`src/rtl/ple_pkg.sv`:
```
// Shared constants, codes and types of the positional list engine.
package ple_pkg;

	// Storage and field sizes.
	localparam int CAPACITY   = 64;
	localparam int ITEM_W     = 32;
	localparam int FUNC_W     = 3;
	localparam int POS_W      = 7;
	localparam int STAT_W     = 2;
	localparam int CNT_W      = $clog2(CAPACITY + 1);
	localparam int IDX_W      = $clog2(CAPACITY);
	localparam int GROUP_SIZE = 8;
	localparam int NGROUP     = (CAPACITY + GROUP_SIZE - 1) / GROUP_SIZE;

	// Command codes.
	typedef enum logic [FUNC_W-1:0] {
		FN_INS_HEAD = 3'd0,
		FN_INS_TAIL = 3'd1,
		FN_INS_POS  = 3'd2,
		FN_REM_HEAD = 3'd3,
		FN_REM_TAIL = 3'd4,
		FN_REM_POS  = 3'd5
	} func_t;

	// Status codes.
	typedef enum logic [STAT_W-1:0] {
		ST_OK     = 2'd0,
		ST_BADPOS = 2'd1,
		ST_EMPTY  = 2'd2,
		ST_FULL   = 2'd3
	} status_t;

	// Per-cycle command broadcast to every cell of the chain.
	typedef struct packed {
		logic             ins;
		logic             rem;
		logic [IDX_W-1:0] pos;
	} cmd_t;

	// First-stage result from the controller.
	typedef struct packed {
		logic             valid;
		status_t          status;
		logic [CNT_W-1:0] count;
	} res_t;

endpackage

```
`src/rtl/ple_ctrl.sv`:
```
// Command decode, bounds checks and item count of the positional list engine.
module ple_ctrl (
	input  logic                       clk,
	input  logic                       arst_n,
	input  logic                       accept,
	input  logic [ple_pkg::FUNC_W-1:0] func,
	input  logic [ple_pkg::POS_W-1:0]  position,
	output ple_pkg::cmd_t              cmd,
	output ple_pkg::res_t              res_s1
);
	import ple_pkg::*;

	logic [CNT_W-1:0] count_q;
	logic [CNT_W-1:0] tgt;
	logic [CNT_W-1:0] count_nxt;
	logic             is_ins;
	logic             is_rem;
	logic             do_ins;
	logic             do_rem;
	status_t          status;

	// Decode the command into a target slot and check it against the count.
	always_comb begin
		is_ins = (func == FN_INS_HEAD) || (func == FN_INS_TAIL) || (func == FN_INS_POS);
		is_rem = (func == FN_REM_HEAD) || (func == FN_REM_TAIL) || (func == FN_REM_POS);
		case (func)
			FN_INS_HEAD: tgt = '0;
			FN_INS_TAIL: tgt = count_q;
			FN_INS_POS:  tgt = CNT_W'(position);
			FN_REM_HEAD: tgt = '0;
			FN_REM_TAIL: tgt = count_q - CNT_W'(1);
			FN_REM_POS:  tgt = CNT_W'(position);
			default:     tgt = '0;
		endcase
		status = ST_OK;
		if (is_ins) begin
			if (tgt > count_q) begin
				status = ST_BADPOS;
			end else if (count_q >= CNT_W'(CAPACITY)) begin
				status = ST_FULL;
			end
		end else if (is_rem) begin
			if (count_q == '0) begin
				status = ST_EMPTY;
			end else if (tgt >= count_q) begin
				status = ST_BADPOS;
			end
		end
		do_ins = accept && is_ins && (status == ST_OK);
		do_rem = accept && is_rem && (status == ST_OK);
		if (do_ins) begin
			count_nxt = count_q + CNT_W'(1);
		end else if (do_rem) begin
			count_nxt = count_q - CNT_W'(1);
		end else begin
			count_nxt = count_q;
		end
	end

	// Broadcast to the cells; a successful target always lies below CAPACITY.
	assign cmd.ins = do_ins;
	assign cmd.rem = do_rem;
	assign cmd.pos = tgt[IDX_W-1:0];

	// Count register and first result stage.
	always_ff @(posedge clk or negedge arst_n) begin
		if (!arst_n) begin
			count_q <= '0;
			res_s1  <= '0;
		end else begin
			count_q       <= count_nxt;
			res_s1.valid  <= accept;
			res_s1.status <= status;
			res_s1.count  <= count_nxt;
		end
	end

endmodule

```
`config.mk`:
```
export PLATFORM = sky130hd
export DESIGN_NAME = ple_ctrl
export DESIGN_NICKNAME = d
export VERILOG_FILES = /design/src/rtl/ple_pkg.sv /design/src/rtl/ple_ctrl.sv
export SDC_FILE = /design/constraint.sdc
export NUM_CORES = 1
export LEC_CHECK = 0
export BUFFER_PORTS_ARGS = -buffer_cell sky130_fd_sc_hd__buf_2
export CORE_MARGIN = 4
export CORE_UTILIZATION = 50
export CTS_BUF_LIST = sky130_fd_sc_hd__clkbuf_2
export CTS_CLUSTER_SIZE = 16
export DETAILED_ROUTE_END_ITERATION = 8
export GPL_TIMING_DRIVEN = 0
export PLACE_DENSITY = 0.79
export SLEW_MARGIN = 20
export SYNTH_ARGS = -nofsm -noshare
export SYNTH_HDL_FRONTEND = slang
export SYNTH_SLANG_ARGS = --single-unit
```
`constraint.sdc`:
```
create_clock -name clk -period 2.7 [get_ports clk]
set_input_delay 0.54 -clock clk [delete_from_list [all_inputs] [get_ports clk]]
set_output_delay 0.54 -clock clk [all_outputs]
set_load 0.05 [all_outputs]
```
## Word level (Yosys, flattened, before mapping)

Cells that the tools add are included.

- Output and inout port bits: 18
- Flip-flop bits (word level): 10
- Bits of input ports: 13

- Muxes and demuxes: 9
- $add $sub $neg: 2
- Reductions and logical operators: 13
- Order comparisons: 3
- Equal/unequal tests: 5

Operator list:

| kind | number |
|---|---|
| $pmux 7 s3 | 1 |
| $mux 7 | 2 |
| $mux 2 | 5 |
| $add 7x1->7 const B | 1 |
| $ge 7x7->1 | 1 |
| $ge 7x7->1 const B | 1 |
| $gt 7x7->1 | 1 |
| $logic_not 7->1 | 1 |
| $sub 7x1->7 const B | 1 |
| $eq 3x2->1 const B | 2 |
| $eq 3x3->1 const B | 2 |
| $logic_and 1x1->1 | 4 |
| $logic_or 1x1->1 | 4 |
| $eq 3x1->1 const B | 1 |
| $logic_not 3->1 | 1 |
| $logic_not 2->1 | 1 |
| $reduce_bool 2->1 | 1 |
| $reduce_or 2->1 | 1 |
| $mux 1 | 1 |

## Logic depth before layout (Yosys ltp)

- Word-level depth: 12
- Mapped depth: 15
- Depth with buffers taken out: 15

## Worst setup path after synthesis

No wires, ideal clock.

- Path kind: reg-to-output
- Start: reg count_q[2]
- End: out cmd[7] (netlist bit)
- Cell stages (with the launch flop): 15
- Path slack: -1769 ps
- Arrival time: 3929 ps
- Buffers on the path: 2
- Cells stage by stage: dfrtp_1 buf_2 inv_1 nand3_1 nor3_1 xnor2_1 mux2i_1 o21ai_0 ha_1 nand2_1 o21ai_2 o22ai_4 nand3_4 inv_1 buf_4

RTL lines:

| what | RTL line | source |
|---|---|---|
| start, declared | ple_ctrl.sv:13 | `logic [CNT_W-1:0] count_q;` |
| start signal, assigned | ple_ctrl.sv:71 | `count_q <= count_nxt;` |
| end, declared | ple_ctrl.sv:8 | `output ple_pkg::cmd_t cmd,` |

## Worst setup path in the final report

- Start: reg count_q[1]
- End: out cmd[7] (netlist bit)

- Word-level cells in the longest chain between the ends: 9

RTL lines:

| what | RTL line | source |
|---|---|---|
| $sub 7x1->7 | ple_ctrl.sv:31 | `FN_REM_TAIL: tgt = count_q - CNT_W'(1);` |
| $pmux 7 s3 | ple_ctrl.sv:26 | `case (func)` |
| $ge 7x7->1 | ple_ctrl.sv:45 | `end else if (tgt >= count_q) begin` |
| $mux 1 | ple_ctrl.sv:45 |  |
| $mux 2 | ple_ctrl.sv:43 | `if (count_q == '0) begin` |
| $mux 2 | ple_ctrl.sv:42 | `end else if (is_rem) begin` |
| $mux 2 * | ple_ctrl.sv:36 | `if (is_ins) begin` |
| $logic_not 2->1 * | ple_ctrl.sv:49 | `do_ins = accept && is_ins && (status == ST_OK);` |
| $logic_and 1x1->1 * | ple_ctrl.sv:49 |  |

Mark *: on every way between the ends. The rest lies on a longest branch, timed or not.

==> flow_summary.ini <==
[layout]
final_cell_mix = 27 x buf_2, 21 x buf_4, 7 x inv_1, 7 x nor2_1, 7 x ha_4
finalNonFillerCells = 224
num-fill-cells = 109
diodes = 0
finalInstanceArea_um2 = 2020
drive_gt1_frac = 0.648
syn_to_final_growth_pct = 62.2
final_util = 0.880
fin_nets = 220
mostFrequentLayoutCell = buf_2

[outcome]
run_status = finished with violations
violations = negative setup slack

[power_and_ir_drop]
power_density_nw_per_um2 = 1200
power_mw = 2.43
peakVddDrop_uv = 1100
cellLeakagePower_nw = 0.841

[sta]
tightest_slew_ps = 305
hold_slack_ps = 95.2
final.setup_skew_ps = 11.3
hold_violations = 0
slew_viol_final = 0
timing.final.ws_setup_ps = -707
max_slew_margin = 0.795
tns_ps = -4510
rsz0062_at_grt = yes
setup_viol = 11
period_minus_slack_ps = 3410
clock.fmax_mhz = 293
finalCritPeriodShare = 1.26

[clock_tree]
clk_latency_ps = 280
cts_buffers = 3
path_clk_slew_ps = 120
h-tree-depth = 1
cts_tree = yes
hold_buffers = 0
cts_buffer_depth = 2
clock_sinks = 10
root_buffer = clkbuf_2

[critical_path]
crit_slowest_cell = dfrtp_2
crit_family = compound AO/OA/AOI/OAI gates
path_buf_inv = 5
worstPathArrival_ps = 2870
critPathCaptureType = output pin
critPathLaunchType = register
crit_chain = inv_4 -> buf_12 -> nand3_4 -> xnor2_2 -> o21ai_0 -> a22oi_1 -> o21ai_4 -> ha_4 -> nand4_4 -> a21oi_4 -> o22ai_4 -> nand3_4 -> inv_4 -> buf_8 -> buf_8
path_max_fanout = 3
cp.required_ps = 2160
crit_type = reg -> out
slowest_delay_ps = 450

[placement]
dp_slack_ps = -858
hpwl_um = 2790
place_inst = 196
io_buffers = 29
dpl_cell_area_um2 = 1660
gp_congestion = 0.900

[hold_path]
hold_path_class = in -> async

[drt]
dr.pass1.iters = 5
vias = 1408
detail-route-antenna-nets = 0
viasPerCell = 6.29
routedWlPerCell_um = 20.0
routed_wl_um = 4480
drc = 0
drtIter0Drc = 134

[logic_synthesis]
synthDistinctLibCells = 50
synth_edf_count = 0
ys_ff_latch = 10
yosysWarnings = 0
synth_flop_cell = dfrtp_1
synth_nets = 162
synthCells = 139
syn_area_um2 = 1250
ys_seq_area_frac = 0.201
synthArstFlopShare = 1.00
synth.avg_cell_area_um2 = 8.97

[die]
die_area_um2 = 3360
coreArea_um2 = 2300
dieHeight_um = 57.9
rows = 17
chipWidth_um = 57.9
start_util = 0.542
ios = 31

[global_routing]
grt_start_max_net_pins = 11
grt_usage = 0.273
antenna_found_initial = 0
grt_pass1_wl_um = 7020
grt_overflow = 0
grt_pass1_vias = 1407

[flow_run]
cap_viol_max_count = 0
[cells by family (layout without fill, tap and decap cells)]
group,Yosys count,count (layout),share of synthesized area
AND/OR/NAND/NOR,44,44,0.232
AO/OA/AOI/OAI,41,41,0.279
buffers and inverters,20,77,0.0823
adder cells (fa/ha/maj),10,10,0.100
flip-flops,10,10,0.201
XOR/XNOR,9,9,0.0633
multiplexers,5,5,0.0422
[worst paths after layout]
path	slack, ps	cells after the start	start	to
max	-710	15	count_q[1]	cmd[7]
min	100	1	arst_n	count_q[3]
max reg2reg	-470	18	count_q[1]	count_q[2]
min reg2reg	680	2	count_q[2]	count_q[2]
max in group asynchronous	2400	1	arst_n	count_q[4]
min in group clk	460	1	accept	res_s1[9]
[layer usage]
| layer | global-route usage | wire [um] | vias to the layer above |
|---|---|---|---|
| met2 | 0.456 | 2220 | 84 |
| met1 | 0.327 | 1740 | 682 |
| li1 | - | - | 622 |
| met4 | 0.119 | 158 | 0 |
| met3 | 0.0735 | 347 | 20 |
| met5 | 0 | 0 | - |
[synth_stat cells (all sizes together) (2+ instances only)]
master	number	area share
a21o	2	0.018
a21oi	12	0.084
a22oi	4	0.024
a32oi	2	0.014
buf	6	0.040
dfrtp	10	0.20
ha	10	0.10
inv	12	0.036
mux2	2	0.018
mux2i	3	0.024
nand2	7	0.021
nand2b	2	0.018
nand3	10	0.054
nand4	2	0.015
nor2	12	0.054
nor3	5	0.032
o211ai	3	0.018
o21ai	8	0.044
o22ai	3	0.026
xnor2	9	0.063
[worst register-to-register path: stages (launching register included)]
cell and delay (ps):
dfrtp_2 450, inv_4 90, buf_12 110, nand3_4 100, xnor2_2 160, o21ai_0 130, a22oi_1 290, o21ai_4 100
ha_4 280, nand4_4 140, a21oi_4 160, o22ai_4 120, buf_4 150, buf_4 130, buf_6 120, o21ai_4 210
buf_12 150, nor3_2 40, xnor2_1 170
[registers in the layout (all words and copies together), names as in the netlist]
| name | cells |
|---|---|
| count_q | 7 |
| res_s1 | 3 |
[report_power, final]
part / total [mW] / internal, mW / switching (mW)
clock network: 0.101 / 0.0393 / 0.0615
registers: 0.320 / 0.221 / 0.0995
logic: 2.01 / 0.852 / 1.16
[what timing repair did]
action,in CTS,in global routing
buffers inserted,16,11
setup endpoints to repair,11,11
resized for setup,29,2
pin swaps,22,18
[cell type report]
cell class	count	area, um2	area share
Buffer	5	50.0	0.0248
Clock buffer	4	20.0	0.00990
Inverter	13	65.1	0.0322
Multi-Input combinational cell	109	1190	0.587
Sequential cell	10	256	0.127
Tap cell	28	35.0	0.0173
Timing Repair Buffer	55	409	0.202
No activity file was read; power rests on OpenSTA's default activity.
