### config.mk
export PLATFORM = sky130hd
export DESIGN_NAME = ple_cell
export DESIGN_NICKNAME = d
export VERILOG_FILES = /design/src/rtl/ple_pkg.sv /design/src/rtl/ple_cell.sv
export SDC_FILE = /design/constraint.sdc
export NUM_CORES = 1
export LEC_CHECK = 0
export ABC_CLOCK_PERIOD_IN_PS = 10050
export BUFFER_PORTS_ARGS = -buffer_cell sky130_fd_sc_hd__buf_2
export CORE_UTILIZATION = 43
export CTS_CLUSTER_DIAMETER = 100
export DETAILED_ROUTE_END_ITERATION = 10
export PLACE_DENSITY = 0.86
export SYNTH_ARGS = -nofsm -noshare
export SYNTH_HDL_FRONTEND = slang
export SYNTH_SLANG_ARGS = --single-unit
### constraint.sdc
create_clock -name clk -period 10.05 [get_ports clk]
set_clock_uncertainty 0.2 [all_clocks]
set_input_delay 1.5075 -clock clk [delete_from_list [all_inputs] [get_ports clk]]
set_output_delay 1.5075 -clock clk [all_outputs]
set_load 0.05 [all_outputs]
### src/rtl/ple_pkg.sv
// Shared constants, codes and types of the positional list engine.
package ple_pkg;

	// Storage and field sizes.
	localparam int CAPACITY   = 64;
	localparam int ITEM_W     = 32;
	localparam int FUNC_W     = 3;
	localparam int POS_W      = 7;
	localparam int STAT_W     = 2;
	localparam int CNT_W      = $clog2(CAPACITY + 1);
	localparam int IDX_W      = $clog2(CAPACITY);
	localparam int GROUP_SIZE = 8;
	localparam int NGROUP     = (CAPACITY + GROUP_SIZE - 1) / GROUP_SIZE;

	// Command codes.
	typedef enum logic [FUNC_W-1:0] {
		FN_INS_HEAD = 3'd0,
		FN_INS_TAIL = 3'd1,
		FN_INS_POS  = 3'd2,
		FN_REM_HEAD = 3'd3,
		FN_REM_TAIL = 3'd4,
		FN_REM_POS  = 3'd5
	} func_t;

	// Status codes.
	typedef enum logic [STAT_W-1:0] {
		ST_OK     = 2'd0,
		ST_BADPOS = 2'd1,
		ST_EMPTY  = 2'd2,
		ST_FULL   = 2'd3
	} status_t;

	// Per-cycle command broadcast to every cell of the chain.
	typedef struct packed {
		logic             ins;
		logic             rem;
		logic [IDX_W-1:0] pos;
	} cmd_t;

	// First-stage result from the controller.
	typedef struct packed {
		logic             valid;
		status_t          status;
		logic [CNT_W-1:0] count;
	} res_t;

endpackage

### src/rtl/ple_cell.sv
// One list slot: holds an entry and shifts toward either neighbor on command.
module ple_cell (
	input  logic                       clk,
	input  logic [ple_pkg::IDX_W-1:0]  idx,
	input  ple_pkg::cmd_t              cmd,
	input  logic [ple_pkg::ITEM_W-1:0] item_in,
	input  logic [ple_pkg::ITEM_W-1:0] left_data,
	input  logic [ple_pkg::ITEM_W-1:0] right_data,
	output logic [ple_pkg::ITEM_W-1:0] data,
	output logic [ple_pkg::ITEM_W-1:0] tap
);
	import ple_pkg::*;

	logic [ITEM_W-1:0] data_q;
	logic              at_pos;
	logic              above_pos;

	// Where this slot sits relative to the affected position.
	assign at_pos    = (idx == cmd.pos);
	assign above_pos = (idx > cmd.pos);

	// Insert opens a gap by shifting up; remove closes it by shifting down.
	always_ff @(posedge clk) begin
		if (cmd.ins) begin
			if (at_pos) begin
				data_q <= item_in;
			end else if (above_pos) begin
				data_q <= left_data;
			end
		end else if (cmd.rem && (at_pos || above_pos)) begin
			data_q <= right_data;
		end
	end

	// Offer the entry being removed to the read tree.
	assign tap  = (cmd.rem && at_pos) ? data_q : '0;
	assign data = data_q;

endmodule

---- Word level (Yosys, flattened, before mapping) ----
Index checks and enable logic that the tools add are counted.
cells by class
  magnitude comparators ................... 1
  equal/unequal tests ..................... 2
  multiplexer cells ....................... 5
  reduce and logical (&&, ||, !) cells .... 5
operators with widths
  cell                                           number
  2-to-1 mux 32 bit                              5
  equality test 6 bit                            1
  greater-than comparator 6 bit                  1
  != test 3 x 1 -> 1 bit, second input constant  1
  logical AND 1 bit                              2
  AND reduction 2 bit                            1
  nonzero test 2 bit                             1
  logical OR 1 bit                               1
word-level totals
  register bits after elaboration ......... 32
  input port bits ......................... 111
  output and inout bits ................... 64
  word-level logic and storage cells ...... 14

---- Depth between registers and ports, before layout ----
  depth after elaboration ................. 5
  gate-level depth with buffers ........... 7
  mapped depth without buffers ............ 5

---- Least setup slack after synthesis ----
OpenSTA, ideal clock, no wires.
  path type ............................... in2reg
  start point ............................. in cmd[5] (netlist name)
  end point ............................... reg data_q[0], in the netlist data[0], enable pin
  setup time .............................. 0.440 ns
  arrival time ............................ 4.105 ns
  data required time ...................... 9.410 ns
  path slack .............................. 5.305 ns
  stages .................................. 7
  path buffers ............................ 2
  cell sequence ........................... inv_1 -> ha_1 -> and4_4 -> buf_12 -> buf_12 -> nand3_1 -> a41oi_1
on the way
  longest elaborated chain between the ends .. 5
  elaborated cells between the ends (all ways) .. 7
  classes of those cells .................. order compare (1); eq/ne (2); reduce/logical (4)
RTL lines
  what                                                                  line                            text
  start, declared                                                       ple_cell.sv:5                   input ple_pkg::cmd_t cmd,
  greater-than comparator 6 bit or equality test 6 bit (tied branches)  ple_cell.sv:20, ple_cell.sv:19
  logical OR 1 bit                                                      ple_cell.sv:30                  end else if (cmd.rem && (at_pos || above_pos)) begin
  logical AND 1 bit                                                     ple_cell.sv:30
  nonzero test 2 bit (no line)                                          n/a
  AND reduction 2 bit (no line) *                                       n/a
  end signal, assigned                                                  ple_cell.sv:26                  data_q <= item_in;
  end signal, assigned                                                  ple_cell.sv:28                  data_q <= left_data;
  end signal, assigned                                                  ple_cell.sv:31                  data_q <= right_data;
  end, declared                                                         ple_cell.sv:14                  logic [ITEM_W-1:0] data_q;
Every way passes the cells marked *; elsewhere a longest branch is shown, timed or not.
A chain may end at the register's enable or synchronous reset.

---- Worst setup path in the final report ----
  start point ............................. in cmd[1] (netlist name)
  end point ............................... out tap[13] (netlist name)
on the way
  longest elaborated chain between the ends .. 3
RTL lines
  what                 line            text
  equality test 6 bit  ple_cell.sv:19  assign at_pos = (idx == cmd.pos);
  logical AND 1 bit    ple_cell.sv:36  assign tap = (cmd.rem && at_pos) ? data_q : '0;
  2-to-1 mux 32 bit    ple_cell.sv:36
  end, declared        ple_cell.sv:10  output logic [ple_pkg::ITEM_W-1:0] tap
Every way passes these cells.

==> impl_metrics.json <==
{
  "drt-total-wl_mm": 7.12,
  "fin_setup_tns_ns": 0,
  "max_stage_delay_ns": 0.99,
  "synth.top_cells.by_area": "sky130_fd_sc_hd__edfxtp_1 43%, sky130_fd_sc_hd__a31oi_1 8.9%, sky130_fd_sc_hd__and3_1 8.9%",
  "cts-buffers-inserted": 5,
  "grtUsageMet1_pct": 28.6,
  "yosys.area.top_type_share_pct": 42.9,
  "floorplan.die_area_um2": 5500,
  "n_antenna_cell": 0,
  "globalRouteMet2Util_pct": 45.9,
  "port_buffers": 174,
  "resize_count_post_cts": 0,
  "synthXorXnorAreaFrac_pct": 0,
  "synth.yosys.seq_area_share_pct": 42.9,
  "dr.pass1.iters": 5,
  "cell_at_the_slowest_stage_of_the_critical_path": "sky130_fd_sc_hd__ha_1",
  "clock_sink_count": 32,
  "report.final.hold_viol_count": 0,
  "tightestPinTransition_ns": 1.15,
  "start_kind": "input port",
  "postSynthRegisterBits": 32,
  "power.ir.vdd_worst_mv": 0.0626,
  "setup_repair_after_global_routing_missed_its_margin": "no",
  "finalSetupViolCount": 0,
  "placed_cells": 459,
  "cts_root_buf": "sky130_fd_sc_hd__clkbuf_8",
  "synth_cells": 247,
  "syn_area_um2": 2240,
  "core_area_um2": 4880,
  "postLayoutSetupSlackWorst_ns": 3.89,
  "critPathMaxFanout": 35,
  "period_share_pct": 61.3,
  "cts_tree": "built",
  "finalCriticalPeriod_ns": 6.16,
  "pre_cts_setup_slack_ns": 3.97,
  "post_synth_num_cell_types": 23,
  "global_route.peak_usage_layer": "met2",
  "fin_cells": 467,
  "rows": 25,
  "min_path_type": "in -> reg",
  "number_of_warning_messages_in_the_yosys_log": 0,
  "cts_htree_levels": 2,
  "grt_usage_pct": 24.6,
  "grt_pass1_wl_mm": 10.3,
  "initial_util_pct": 45.9,
  "mappedNetlistNets": 364,
  "global_route_met3_usage_pct": 3.12,
  "critPathMostFrequentCell": "sky130_fd_sc_hd__buf_2",
  "floorplan.die.width_um": 74.2,
  "setup.worst_path.class": "in -> out",
  "finalHoldWorstSlack_ns": 1.39,
  "netlist.top_cell.by_area": "sky130_fd_sc_hd__edfxtp_1",
  "drcViolationCount": 0,
  "fin_total_pwr_uw": 444,
  "post_synth_fa_ha_maj_area_fraction_pct": 3.35,
  "wire_per_inst_um": 15.2,
  "postCtsSetupBuffers": 0,
  "report.final.slew_viol_count": 0,
  "layout-drive-gt1-share_pct": 46.5,
  "grt_antenna_before_repair": 0,
  "finish.net_count": 516,
  "final_weighted_congestion_in_routability_driven_placement": 0.895,
  "grt_max_degree": 66,
  "dr_total_vias": 2578,
  "power_density_nw_per_um2": 143,
  "clk_path_buf_depth": 2,
  "largest_register_ff_count": 32,
  "timing.critical_path.required_ns": 8.34,
  "globalRouteOverflowTotal": 0,
  "post_synthesis_compound_gate_area_fraction_pct": 17.3,
  "clk_pin_slew_worst_paths_ns": 0.06,
  "synth_simple_gate_area_share_pct": 26.0,
  "fp.dieH_um": 74.2,
  "design.portCount": 175,
  "timing.max_cap.violations": 0,
  "slew_headroom_pct": 22.9,
  "outcome": "finished clean",
  "first_global_vias": 2272,
  "drt_first_iter_violations": 133,
  "synth_mux_area_share_pct": 0,
  "cts_hold_repair.buffers": 0,
  "arrival_time_at_the_worst_endpoint_ns": 4.45,
  "vias_per_cell": 5.52,
  "achievable-frequency_mhz": 162,
  "crit_chain": "buf_2 -> inv_1 -> ha_1 -> nand2_4 -> nor2_2 -> and3_1 -> buf_2",
  "combinational_family_with_the_most_area_after_synthesis": "simple AND/OR/NAND/NOR gates",
  "antenna_violating_nets_left": 0,
  "place.detailed.hpwl_mm": 5.17,
  "endpoint_kind": "primary output",
  "syn_area_per_cell_um2": 9.07,
  "p_leak_uw": 0.00155,
  "area_overhead_vs_synth_pct": 38.2
}
Yosys cell counts:
library cell / instances
sky130_fd_sc_hd__a31oi_1: 32
sky130_fd_sc_hd__nand4_2: 1
sky130_fd_sc_hd__nand2_4: 1
sky130_fd_sc_hd__clkbuf_1: 13
sky130_fd_sc_hd__and4_4: 1
sky130_fd_sc_hd__o21ai_0: 25
sky130_fd_sc_hd__inv_1: 6
sky130_fd_sc_hd__a21oi_1: 1
sky130_fd_sc_hd__buf_2: 7
sky130_fd_sc_hd__nor2b_1: 1
sky130_fd_sc_hd__a41oi_1: 1
sky130_fd_sc_hd__ha_1: 6
sky130_fd_sc_hd__edfxtp_1: 32
sky130_fd_sc_hd__nand3_1: 2
sky130_fd_sc_hd__buf_1: 1
sky130_fd_sc_hd__buf_4: 6
sky130_fd_sc_hd__buf_12: 4
sky130_fd_sc_hd__o21ai_1: 8
sky130_fd_sc_hd__and3_1: 32
sky130_fd_sc_hd__nor2_1: 33
sky130_fd_sc_hd__nor2_2: 1
sky130_fd_sc_hd__a21o_1: 1
sky130_fd_sc_hd__nand4_1: 32
cell usage in the layout (no fill, tap or decap), types with 2 or more instances in the layout:
cell,netlist,final
sky130_fd_sc_hd__ha_1,6,6
sky130_fd_sc_hd__edfxtp_1,32,32
sky130_fd_sc_hd__buf_4,6,2
sky130_fd_sc_hd__clkbuf_8,0,5
sky130_fd_sc_hd__inv_1,6,6
sky130_fd_sc_hd__and3_1,32,32
sky130_fd_sc_hd__a31oi_1,32,32
sky130_fd_sc_hd__nand4_1,32,32
sky130_fd_sc_hd__o21ai_1,8,8
sky130_fd_sc_hd__buf_2,7,174
sky130_fd_sc_hd__nand3_1,2,2
sky130_fd_sc_hd__nor2_1,33,33
sky130_fd_sc_hd__clkbuf_1,13,2
sky130_fd_sc_hd__o21ai_0,25,25
per-stage QoR:
| stage | instance area [um^2] | util, % |
|---|---|---|
| detailed placement | 3020 | 61.8 |
| finish | 3100 | 63.4 |
| floorplan | 2240 | - |
| global placement | 3020 | 61.8 |
| global route | 3100 | 63.4 |
| CTS | 3100 | 63.4 |
kinds of logic after synthesis:
logic type,count (synthesis)
DFF,32
AOI/OAI and AO/OA,68
buffers and inverters,37
adders and majority gates,6
and+or+nand+nor,104
routing by layer:
| layer | vias to the layer above | share of wire [%] |
|---|---|---|
| li1 | 1251 | - |
| met1 | 1155 | 40 |
| met2 | 163 | 51 |
| met3 | 9 | 7.6 |
| met4 | 0 | 1.4 |
| met5 | - | 0 |
worst max-delay path, delay by kind of cell:
kind          cells  cell delay (ns)
buf+inv           3             0.38
fa+ha+maj         1             0.99
simple gates      3             1.56
path summary, 6_finish.rpt:
check                         start  endpoint  slack (ns)  depth (start not counted)
worst max-delay path         cmd[1]   tap[13]        3.89                          7
worst min-delay path  right_data[9]   data[9]        1.39                          3
cell type report:
| type | count | area (um^2) |
|---|---|---|
| multi-input combinational | 178 | 1060 |
| inverter | 6 | 22.5 |
| clock buffer | 7 | 76.3 |
| timing repair buffer | 176 | 886 |
| fill | 448 | 1780 |
| sequential | 32 | 961 |
| tap | 67 | 83.8 |
| clock inverter | 1 | 3.75 |
where the power goes:
part	leakage, uW	switching (uW)	internal (uW)
clock network	0.0000399	43.3	48.1
logic	0.00120	126	42.2
registers	0.000308	10.4	174
No activity file was read; power rests on OpenSTA's default activity.
